===== config.mk =====
export PLATFORM = sky130hd
export DESIGN_NAME = address_range_owner_map
export DESIGN_NICKNAME = d
export VERILOG_FILES = /design/src/rtl/arom_pkg.sv /design/src/rtl/arom_dpath.sv /design/src/rtl/arom_ctrl.sv /design/src/rtl/address_range_owner_map.sv
export SDC_FILE = /design/constraint.sdc
export NUM_CORES = 2
export LEC_CHECK = 0
export ABC_AREA = 1
export BUFFER_PORTS_ARGS = -buffer_cell sky130_fd_sc_hd__buf_2
export CORE_ASPECT_RATIO = 1.25
export CORE_MARGIN = 2
export CORE_UTILIZATION = 45
export CTS_CLUSTER_SIZE = 25
export DETAILED_ROUTE_END_ITERATION = 10
export PLACE_DENSITY = 0.69
export SLEW_MARGIN = 5
export SYNTH_ARGS = -nofsm -noshare
export SYNTH_HDL_FRONTEND = slang
export SYNTH_SLANG_ARGS = --single-unit
export TNS_END_PERCENT = 10

===== constraint.sdc =====
create_clock -name clk -period 10.6 [get_ports clk]
set_input_delay 0.53 -clock clk [delete_from_list [all_inputs] [get_ports clk]]
set_output_delay 0.53 -clock clk [all_outputs]
set_load 0.05 [all_outputs]

===== src/rtl/arom_pkg.sv =====
`timescale 1ns / 1ps

package arom_pkg;

    localparam int MAX_AREAS_DEF = 64;

    localparam logic [7:0] TAG_FREE        = 8'd253;
    localparam logic [7:0] TAG_NOT_IN_FILE = 8'd254;
    localparam logic [7:0] TAG_END         = 8'd252;

    localparam logic signed [31:0] ADDR_MIN = 32'sh8000_0000;
    localparam logic signed [31:0] ADDR_MAX = 32'sh7FFF_FFFF;

    localparam logic CMD_CHANGE = 1'b0;
    localparam logic CMD_CHECK  = 1'b1;

    // write data source
    typedef enum logic [2:0] {
        WR_SHIFT,
        WR_START,
        WR_END,
        WR_RETAG,
        WR_INIT0,
        WR_INIT1
    } wr_sel_t;

    // previous-entry tag update
    typedef enum logic [1:0] {
        PREV_HOLD,
        PREV_RD,
        PREV_CUR,
        PREV_TO
    } prev_sel_t;

    typedef enum logic [1:0] {
        RES_ZERO,
        RES_FREE,
        RES_RD
    } res_sel_t;

    typedef struct packed {
        logic      load_in;
        logic      rd_en;
        logic      we;
        wr_sel_t   wr_sel;
        logic      cur_load;
        prev_sel_t prev_sel;
        logic      out_load;
        res_sel_t  res_sel;
        logic      full;
    } dp_cmd_t;

    typedef struct packed {
        logic is_check;
        logic lt_start;
        logic eq_start;
        logic le_start;
        logic lt_end;
        logic gt_end;
        logic t_to;
        logic t_stop;
        logic prev_from;
        logic prev_to;
        logic cur_from;
    } dp_stat_t;

endpackage


===== src/rtl/arom_dpath.sv =====
`timescale 1ns / 1ps

module arom_dpath #(
    parameter int MAX_AREAS = arom_pkg::MAX_AREAS_DEF,
    localparam int AW = $clog2(MAX_AREAS)
) (
    input  logic                clk,
    input  logic                command,
    input  logic signed [31:0]  start_addr,
    input  logic signed [31:0]  end_addr,
    input  logic [7:0]          from_tag,
    input  logic [7:0]          to_tag,
    input  logic [7:0]          query_tag,
    input  arom_pkg::dp_cmd_t   cmd,
    input  logic [AW-1:0]       rd_addr,
    input  logic [AW-1:0]       wr_addr,
    output arom_pkg::dp_stat_t  stat,
    output logic [7:0]          result_tag,
    output logic                table_full
);

    logic signed [31:0] bnd_mem [MAX_AREAS];
    logic [7:0]         tag_mem [MAX_AREAS];

    logic               cmd_reg;
    logic signed [31:0] start_reg;
    logic signed [31:0] end_reg;
    logic [7:0]         from_reg;
    logic [7:0]         to_reg;
    logic [7:0]         query_reg;

    logic signed [31:0] rd_b_reg;
    logic [7:0]         rd_t_reg;
    logic signed [31:0] cur_b_reg;
    logic [7:0]         cur_t_reg;
    logic [7:0]         prev_reg;
    logic [7:0]         res_reg;
    logic               full_reg;

    logic signed [31:0] wr_b;
    logic [7:0]         wr_t;

    always_comb
    begin
        case (cmd.wr_sel)
            arom_pkg::WR_SHIFT:
            begin
                wr_b = rd_b_reg;
                wr_t = rd_t_reg;
            end
            arom_pkg::WR_START:
            begin
                wr_b = start_reg;
                wr_t = prev_reg;
            end
            arom_pkg::WR_END:
            begin
                wr_b = end_reg;
                wr_t = cur_t_reg;
            end
            arom_pkg::WR_RETAG:
            begin
                wr_b = cur_b_reg;
                wr_t = to_reg;
            end
            arom_pkg::WR_INIT0:
            begin
                wr_b = arom_pkg::ADDR_MIN;
                wr_t = arom_pkg::TAG_NOT_IN_FILE;
            end
            default:
            begin
                wr_b = arom_pkg::ADDR_MAX;
                wr_t = arom_pkg::TAG_END;
            end
        endcase
    end

    always_ff @(posedge clk)
    begin
        if (cmd.load_in)
        begin
            cmd_reg   <= command;
            start_reg <= start_addr;
            end_reg   <= end_addr;
            from_reg  <= from_tag;
            to_reg    <= to_tag;
            query_reg <= query_tag;
        end
        if (cmd.we)
        begin
            bnd_mem[wr_addr] <= wr_b;
            tag_mem[wr_addr] <= wr_t;
        end
        if (cmd.rd_en)
        begin
            rd_b_reg <= bnd_mem[rd_addr];
            rd_t_reg <= tag_mem[rd_addr];
        end
        if (cmd.cur_load)
        begin
            cur_b_reg <= rd_b_reg;
            cur_t_reg <= rd_t_reg;
        end
        case (cmd.prev_sel)
            arom_pkg::PREV_RD:  prev_reg <= rd_t_reg;
            arom_pkg::PREV_CUR: prev_reg <= cur_t_reg;
            arom_pkg::PREV_TO:  prev_reg <= to_reg;
            default:            prev_reg <= prev_reg;
        endcase
        if (cmd.out_load)
        begin
            case (cmd.res_sel)
                arom_pkg::RES_FREE: res_reg <= arom_pkg::TAG_FREE;
                arom_pkg::RES_RD:   res_reg <= rd_t_reg;
                default:            res_reg <= 8'd0;
            endcase
            full_reg <= cmd.full;
        end
    end

    always_comb
    begin
        stat.is_check  = (cmd_reg == arom_pkg::CMD_CHECK);
        stat.lt_start  = rd_b_reg < start_reg;
        stat.eq_start  = rd_b_reg == start_reg;
        stat.le_start  = rd_b_reg <= start_reg;
        stat.lt_end    = rd_b_reg < end_reg;
        stat.gt_end    = rd_b_reg > end_reg;
        stat.t_to      = rd_t_reg == to_reg;
        stat.t_stop    = (rd_t_reg != arom_pkg::TAG_FREE) && (rd_t_reg != query_reg);
        stat.prev_from = prev_reg == from_reg;
        stat.prev_to   = prev_reg == to_reg;
        stat.cur_from  = cur_t_reg == from_reg;
    end

    assign result_tag = res_reg;
    assign table_full = full_reg;

endmodule


===== src/rtl/arom_ctrl.sv =====
`timescale 1ns / 1ps

module arom_ctrl #(
    parameter int MAX_AREAS = arom_pkg::MAX_AREAS_DEF,
    localparam int AW = $clog2(MAX_AREAS),
    localparam int IW = $clog2(MAX_AREAS + 1)
) (
    input  logic               clk,
    input  logic               rst_n,
    input  logic               in_valid,
    output logic               in_ready,
    output logic               out_valid,
    input  logic               out_ready,
    input  arom_pkg::dp_stat_t stat,
    output arom_pkg::dp_cmd_t  cmd,
    output logic [AW-1:0]      rd_addr,
    output logic [AW-1:0]      wr_addr
);

    typedef enum logic [4:0] {
        S_INIT0, S_INIT1, S_IDLE, S_DISPATCH,
        S_CSCAN_RD, S_CSCAN_CMP,
        S_LOOP_RD, S_LOOP_A, S_LOOP_B, S_LOOP_T,
        S_LMERGE, S_RMERGE_RD, S_RMERGE_CMP, S_NEXT,
        S_INS_RD, S_INS_WR, S_INS_PUT,
        S_REM_RD, S_REM_WR,
        S_K1_RD, S_K1_CMP, S_K2_RD, S_K2_CMP,
        S_FIN
    } state_t;

    state_t               state_reg, state_next;
    state_t               ret_reg, ret_next;
    logic [IW-1:0]        i_reg, i_next;
    logic [IW-1:0]        k_reg, k_next;
    logic [IW-1:0]        p_reg, p_next;
    logic [IW-1:0]        used_reg, used_next;
    logic                 ins_end_reg, ins_end_next;
    arom_pkg::res_sel_t   res_reg, res_next;
    logic                 full_reg, full_next;
    logic                 out_valid_reg, out_valid_next;

    logic [IW-1:0] i_inc;
    logic [IW-1:0] k_inc;
    logic [IW-1:0] k_dec;
    logic          used_full;

    assign i_inc     = i_reg + 1'b1;
    assign k_inc     = k_reg + 1'b1;
    assign k_dec     = k_reg - 1'b1;
    assign used_full = used_reg >= IW'(MAX_AREAS);

    always_comb
    begin
        state_next     = state_reg;
        ret_next       = ret_reg;
        i_next         = i_reg;
        k_next         = k_reg;
        p_next         = p_reg;
        used_next      = used_reg;
        ins_end_next   = ins_end_reg;
        res_next       = res_reg;
        full_next      = full_reg;
        out_valid_next = out_valid_reg && !out_ready;
        cmd            = '0;
        rd_addr        = i_reg[AW-1:0];
        wr_addr        = i_reg[AW-1:0];
        in_ready       = 1'b0;

        unique case (state_reg)
            S_INIT0:
            begin
                cmd.we     = 1'b1;
                cmd.wr_sel = arom_pkg::WR_INIT0;
                wr_addr    = AW'(0);
                state_next = S_INIT1;
            end
            S_INIT1:
            begin
                cmd.we     = 1'b1;
                cmd.wr_sel = arom_pkg::WR_INIT1;
                wr_addr    = AW'(1);
                state_next = S_IDLE;
            end
            S_IDLE:
            begin
                in_ready = 1'b1;
                if (in_valid)
                begin
                    cmd.load_in = 1'b1;
                    state_next  = S_DISPATCH;
                end
            end
            S_DISPATCH:
            begin
                if (stat.is_check)
                begin
                    i_next     = IW'(1);
                    state_next = S_K1_RD;
                end
                else
                begin
                    i_next     = '0;
                    state_next = S_CSCAN_RD;
                end
            end
            // change: find first entry at or above start
            S_CSCAN_RD:
            begin
                if (i_reg >= used_reg)
                begin
                    res_next   = arom_pkg::RES_ZERO;
                    full_next  = 1'b0;
                    state_next = S_FIN;
                end
                else
                begin
                    cmd.rd_en  = 1'b1;
                    state_next = S_CSCAN_CMP;
                end
            end
            S_CSCAN_CMP:
            begin
                if (stat.lt_start)
                begin
                    cmd.prev_sel = arom_pkg::PREV_RD;
                    i_next       = i_inc;
                    state_next   = S_CSCAN_RD;
                end
                else if (!stat.eq_start && i_reg != '0 && stat.prev_from)
                begin
                    if (used_full)
                    begin
                        res_next   = arom_pkg::RES_ZERO;
                        full_next  = 1'b1;
                        state_next = S_FIN;
                    end
                    else
                    begin
                        p_next       = i_reg;
                        k_next       = used_reg;
                        ins_end_next = 1'b0;
                        ret_next     = S_LOOP_RD;
                        state_next   = S_INS_RD;
                    end
                end
                else
                begin
                    state_next = S_LOOP_RD;
                end
            end
            S_LOOP_RD:
            begin
                if (i_reg >= used_reg)
                begin
                    res_next   = arom_pkg::RES_ZERO;
                    full_next  = 1'b0;
                    state_next = S_FIN;
                end
                else
                begin
                    cmd.rd_en  = 1'b1;
                    state_next = S_LOOP_A;
                end
            end
            S_LOOP_A:
            begin
                if (!stat.lt_end)
                begin
                    res_next   = arom_pkg::RES_ZERO;
                    full_next  = 1'b0;
                    state_next = S_FIN;
                end
                else
                begin
                    cmd.cur_load = 1'b1;
                    if (i_inc < used_reg)
                    begin
                        cmd.rd_en  = 1'b1;
                        rd_addr    = i_inc[AW-1:0];
                        state_next = S_LOOP_B;
                    end
                    else
                    begin
                        state_next = S_LOOP_T;
                    end
                end
            end
            S_LOOP_B:
            begin
                if (stat.gt_end)
                begin
                    if (used_full)
                    begin
                        res_next   = arom_pkg::RES_ZERO;
                        full_next  = 1'b1;
                        state_next = S_FIN;
                    end
                    else
                    begin
                        p_next       = i_inc;
                        k_next       = used_reg;
                        ins_end_next = 1'b1;
                        ret_next     = S_LOOP_T;
                        state_next   = S_INS_RD;
                    end
                end
                else
                begin
                    state_next = S_LOOP_T;
                end
            end
            S_LOOP_T:
            begin
                if (stat.cur_from)
                begin
                    cmd.we     = 1'b1;
                    cmd.wr_sel = arom_pkg::WR_RETAG;
                    state_next = S_LMERGE;
                end
                else
                begin
                    cmd.prev_sel = arom_pkg::PREV_CUR;
                    i_next       = i_inc;
                    state_next   = S_LOOP_RD;
                end
            end
            // merge with left neighbor: drop entry i, step back
            S_LMERGE:
            begin
                if (i_reg != '0 && stat.prev_to)
                begin
                    k_next     = i_reg;
                    i_next     = i_reg - 1'b1;
                    ret_next   = S_RMERGE_RD;
                    state_next = S_REM_RD;
                end
                else
                begin
                    state_next = S_RMERGE_RD;
                end
            end
            S_RMERGE_RD:
            begin
                if (i_inc < used_reg)
                begin
                    cmd.rd_en  = 1'b1;
                    rd_addr    = i_inc[AW-1:0];
                    state_next = S_RMERGE_CMP;
                end
                else
                begin
                    state_next = S_NEXT;
                end
            end
            S_RMERGE_CMP:
            begin
                if (stat.t_to)
                begin
                    k_next     = i_inc;
                    ret_next   = S_NEXT;
                    state_next = S_REM_RD;
                end
                else
                begin
                    state_next = S_NEXT;
                end
            end
            S_NEXT:
            begin
                cmd.prev_sel = arom_pkg::PREV_TO;
                i_next       = i_inc;
                state_next   = S_LOOP_RD;
            end
            // insert: shift entries up one place, top down
            S_INS_RD:
            begin
                if (k_reg == p_reg)
                begin
                    state_next = S_INS_PUT;
                end
                else
                begin
                    cmd.rd_en  = 1'b1;
                    rd_addr    = k_dec[AW-1:0];
                    state_next = S_INS_WR;
                end
            end
            S_INS_WR:
            begin
                cmd.we     = 1'b1;
                cmd.wr_sel = arom_pkg::WR_SHIFT;
                wr_addr    = k_reg[AW-1:0];
                k_next     = k_dec;
                state_next = S_INS_RD;
            end
            S_INS_PUT:
            begin
                cmd.we     = 1'b1;
                cmd.wr_sel = ins_end_reg ? arom_pkg::WR_END : arom_pkg::WR_START;
                wr_addr    = p_reg[AW-1:0];
                used_next  = used_reg + 1'b1;
                state_next = ret_reg;
            end
            // remove: shift entries down one place, bottom up
            S_REM_RD:
            begin
                if (k_inc >= used_reg)
                begin
                    used_next  = used_reg - 1'b1;
                    state_next = ret_reg;
                end
                else
                begin
                    cmd.rd_en  = 1'b1;
                    rd_addr    = k_inc[AW-1:0];
                    state_next = S_REM_WR;
                end
            end
            S_REM_WR:
            begin
                cmd.we     = 1'b1;
                cmd.wr_sel = arom_pkg::WR_SHIFT;
                wr_addr    = k_reg[AW-1:0];
                k_next     = k_inc;
                state_next = S_REM_RD;
            end
            // check: locate entry holding start
            S_K1_RD:
            begin
                if (i_reg >= used_reg)
                begin
                    i_next     = i_reg - 1'b1;
                    state_next = S_K2_RD;
                end
                else
                begin
                    cmd.rd_en  = 1'b1;
                    state_next = S_K1_CMP;
                end
            end
            S_K1_CMP:
            begin
                if (stat.le_start)
                begin
                    i_next     = i_inc;
                    state_next = S_K1_RD;
                end
                else
                begin
                    i_next     = i_reg - 1'b1;
                    state_next = S_K2_RD;
                end
            end
            S_K2_RD:
            begin
                if (i_reg >= used_reg)
                begin
                    res_next   = arom_pkg::RES_FREE;
                    full_next  = 1'b0;
                    state_next = S_FIN;
                end
                else
                begin
                    cmd.rd_en  = 1'b1;
                    state_next = S_K2_CMP;
                end
            end
            S_K2_CMP:
            begin
                if (!stat.lt_end)
                begin
                    res_next   = arom_pkg::RES_FREE;
                    full_next  = 1'b0;
                    state_next = S_FIN;
                end
                else if (stat.t_stop)
                begin
                    res_next   = arom_pkg::RES_RD;
                    full_next  = 1'b0;
                    state_next = S_FIN;
                end
                else
                begin
                    i_next     = i_inc;
                    state_next = S_K2_RD;
                end
            end
            S_FIN:
            begin
                if (!out_valid_reg || out_ready)
                begin
                    cmd.out_load   = 1'b1;
                    cmd.res_sel    = res_reg;
                    cmd.full       = full_reg;
                    out_valid_next = 1'b1;
                    state_next     = S_IDLE;
                end
            end
            default:
            begin
                state_next = S_IDLE;
            end
        endcase
    end

    always_ff @(posedge clk or negedge rst_n)
    begin
        if (!rst_n)
        begin
            state_reg     <= S_INIT0;
            ret_reg       <= S_IDLE;
            i_reg         <= '0;
            k_reg         <= '0;
            p_reg         <= '0;
            used_reg      <= IW'(2);
            ins_end_reg   <= 1'b0;
            res_reg       <= arom_pkg::RES_ZERO;
            full_reg      <= 1'b0;
            out_valid_reg <= 1'b0;
        end
        else
        begin
            state_reg     <= state_next;
            ret_reg       <= ret_next;
            i_reg         <= i_next;
            k_reg         <= k_next;
            p_reg         <= p_next;
            used_reg      <= used_next;
            ins_end_reg   <= ins_end_next;
            res_reg       <= res_next;
            full_reg      <= full_next;
            out_valid_reg <= out_valid_next;
        end
    end

    assign out_valid = out_valid_reg;

endmodule


===== src/rtl/address_range_owner_map.sv =====
`timescale 1ns / 1ps
// change: walks the entries below start, then each entry in the range (retagging those that
// match from_tag), plus the entries moved by a split or merge
// check: walks the entries up to start, then scans on until end or a stopping tag
// throughput: one request at a time, every table access goes through the one table read and write port
// a finished result sits in an output register so the next request is taken meanwhile
// reset: table holds the two sentinels, written to memory in S_INIT0 and S_INIT1 while in_ready is low

module address_range_owner_map #(
    parameter int MAX_AREAS = arom_pkg::MAX_AREAS_DEF
) (
    input  logic               clk,
    input  logic               rst_n,
    input  logic               in_valid,
    output logic               in_ready,
    input  logic               command,
    input  logic signed [31:0] start_addr,
    input  logic signed [31:0] end_addr,
    input  logic [7:0]         from_tag,
    input  logic [7:0]         to_tag,
    input  logic [7:0]         query_tag,
    output logic               out_valid,
    input  logic               out_ready,
    output logic [7:0]         result_tag,
    output logic               table_full
);

    localparam int AW = $clog2(MAX_AREAS);

    // controller to datapath commands and status flags
    arom_pkg::dp_cmd_t  cmd;
    arom_pkg::dp_stat_t stat;
    logic [AW-1:0]      rd_addr;
    logic [AW-1:0]      wr_addr;

    // sequencer: table walk, split/merge shifts, result handoff
    arom_ctrl #(
        .MAX_AREAS (MAX_AREAS)
    ) u_ctrl (
        .clk       (clk),
        .rst_n     (rst_n),
        .in_valid  (in_valid),
        .in_ready  (in_ready),
        .out_valid (out_valid),
        .out_ready (out_ready),
        .stat      (stat),
        .cmd       (cmd),
        .rd_addr   (rd_addr),
        .wr_addr   (wr_addr)
    );

    // boundary/tag memory, request operands, compares, result register
    arom_dpath #(
        .MAX_AREAS (MAX_AREAS)
    ) u_dpath (
        .clk        (clk),
        .command    (command),
        .start_addr (start_addr),
        .end_addr   (end_addr),
        .from_tag   (from_tag),
        .to_tag     (to_tag),
        .query_tag  (query_tag),
        .cmd        (cmd),
        .rd_addr    (rd_addr),
        .wr_addr    (wr_addr),
        .stat       (stat),
        .result_tag (result_tag),
        .table_full (table_full)
    );

endmodule


==> metrics.md <==
| Metric | Value |
|---|---|
| Fmax | 0.151 GHz |
| Crit-path max cell delay | 760 ps |
| CTS tree | yes |
| CP startpoint | u_ctrl.k_reg[1] |
| # clock sinks | 2787 |
| Synth area leaders | edfxtp_1 66%, nand3_1 11%, nand2_1 7.9% |
| Post-CTS sizing | 0 |
| Clock tree buffer depth | 4 |
| Dominant cell type by area after synthesis | edfxtp_1 |
| Biggest regs | u_dpath.bnd_mem (2048), u_dpath.tag_mem (512) |
| Commonest non-fill, non-tap cell in the layout | edfxtp_1 |
| Wire per inst | 22.2 µm |
| Slew Limit Fails | 0 |
| Crit-path max FO | 140 |
| Gr ovfl total | 0 |
| Clock Skews | 42.5 ps |
| Core area | 0.277 mm² |
| Post-synth EDFFs | 2746 |
| CP startpoint kind | flop |
| Initial DRC Count | 10300 |
| Cts hold-fix bufs | 91 |
| Area of the multi-input gates | 0.0304 mm² |
| HPWL Detailed | 190000 µm |
| Antenna viol nets, final | 0 |
| Slew @ Worst Pin | 1280 ps |
| Period minus WS final | 6620 ps |
| WL final | 356000 µm |
| Total power draw | 45.1 mW |
| Syn_nets | 12300 |
| Max reg flops | 2048 |
| Hold crit path type | input pin to flop |
| Layout area overhead | 11.3% |
| Die area | 0.282 mm² |
| Critical path arrival | 7200 ps |
| Crit path max-delay family | simple AND/OR/NAND/NOR gates |
| Final #Nets | 12300 |
| Synth cell types | 54 |
| Total negative setup slack | 0 ps |
| Vias | 87400 |
| Boundary pin count | 104 |
| Max Used Layer | met4 |
| Status | complete, no violations |
| Worst setup EP type | flop |
| Final instance area | 0.139 mm² |
| Largest net degree at the start of global routing | 172 |
| Ys Warns | 0 |
| Most used DFF post-synth | edfxtp_1 |
| Critical path buffers and inverters | 4 |
| Length of routed wiring on met1 | 134000 µm |
| Fillers | 23900 |
| Clock Pin Slew Worst Setup and Hold Paths | 60 ps |
| # rows | 216 |
| Layout cells sized above 1 | 0.0651 |
| Worst r2r src | u_ctrl.k_reg[1] |
| Sequential element share of the synthesized area | 0.668 |
| #FFs+latches synth | 2787 |
| Cell Pwr Density | 324 mW/mm² |
| Fraction of registers with async set/reset | 0.0147 |
| Post-CTS setup buffers | 0 |
| Layout Utilization | 0.503 |
| Synthesized instance count | 12100 |
| Die H | 593 µm |
| Starting Density | 0.452 |
| Met3 WL | 34000 µm |
| Max_slew headroom | 0.148 |
| Final Hold Violating Endpoints | 0 |
| Port-buffer cells | 103 |
| Met2 Wirelength | 172000 µm |
| Post-route DRC | 0 |
| CTS Buf Count | 266 |
| Post-route clock period utilization | 0.624 |
| GRT Util Overall | 0.247 |
| Leak Pwr | 57.8 nW |
| Final-report setup violation count | 0 |
| Reg with most FFs | u_dpath.bnd_mem |
| Cell Area, Placed | 0.130 mm² |
| Clk root buf | clkbuf_16 |
| Mapped Avg Cell Area | 10.3 µm² |
| CP max-delay cell | buf_4 |
| RePlAce Congestion | 0.931 |
| Setup ws final | 3980 ps |
| DR vias/cell | 5.46 |
| Most frequent cells in the layout | 2746 x edfxtp_1, 2721 x nand3_1, 2610 x nand2_1 |
| Pre-Repair DR Iteration Count | 8 |
| Max Cap Viol | 0 |
| RSZ-0062 raised after global routing | no |
| Worst path required time | 11190 ps |
| Pre-CTS WS | 4050 ps |
| Hold path startpoint | in_valid |
| Worst skew pair latency | 850 ps |
| VDD IR-drop max | 0.638 mV |
| CTS H-tree lvls | 5 |
| First-pass GRT wire length | 526000 µm |
| Number of global-route vias before repair | 83200 |
| Die width | 475 µm |
| Critical path class | flop to flop |
| Antenna violations before repair | 13 |
| Register area | 0.0835 mm² |
| Synth top area share | 0.660 |
| Synth Cell Area | 0.125 mm² |
==> worst paths after layout <==
kind / depth (start not counted) / to / slack (ps)
hold reg to reg: 2 / u_ctrl.res_reg[1] / 480
max in group asynchronous: 3 / u_ctrl.k_reg[4] / 9790
min in group asynchronous: 3 / u_ctrl.out_valid / 340
setup / recovery: 26 / u_dpath.rd_b_reg[0] / 3980
hold / removal: 5 / u_ctrl.state_reg[0] / 320
setup reg to reg: 26 / u_dpath.rd_b_reg[0] / 3980
==> per-layer routing <==
layer,vias up,GRT usage
met2,4583,0.418
met3,883,0.0393
li1,39900,-
met4,0,0.105
met1,42100,0.314
met5,-,0
==> power by group <==
| group | switching [mW] | internal (mW) |
|---|---|---|
| Sequential | 0.388 | 15.8 |
| Clock | 4.10 | 5.15 |
| Combinational | 15.0 | 4.64 |
==> stage by stage <==
step           instances  hold WS [ps]
6_report           16000           322
4_1_cts            16000           278
3_5_place_dp       15400           463
2_1_floorplan      12100           234
5_1_grt            16000           326
3_3_place_gp       15400           457
==> synthesized netlist by cell type, types with 15 or more instances <==
master,instances
o211ai_1,15
buf_2,228
a22oi_1,23
buf_4,48
nand2_1,2627
buf_1,99
nand3b_1,161
inv_1,2456
o22ai_1,21
nand4_1,32
nor3_1,23
o2111ai_1,21
nand3_1,2727
ha_1,97
clkbuf_1,251
xor2_1,48
edfxtp_1,2746
o21ai_0,60
a21oi_1,79
a221oi_1,15
nor2_1,157
dfrtp_1,39
==> logic make-up after synthesis <==
family,synth area share
AO/OA/AOI/OAI,0.0139
buffers and inverters,0.0968
AND/OR/NAND/NOR,0.207
flip-flops,0.668
adder cells (fa/ha/maj),0.00987
XOR/XNOR,0.00427
==> tightest hold or removal path: cells and delay by family <==
family / cells / cell delay, ps
compound gates: 2 / 280
buf+inv: 1 / 150
simple gates: 2 / 140
==> area by class of cell <==
class,instances,area share
Sequential cell,2787,0.600
Multi-Input combinational cell,6199,0.219
Inverter,2467,0.0667
Clock buffer,337,0.0510
Tap cell,3706,0.0333
Timing Repair Buffer,378,0.0226
Clock inverter,125,0.00785
Antenna cell,7,0.000126
(Power assumes the default switching activity.)
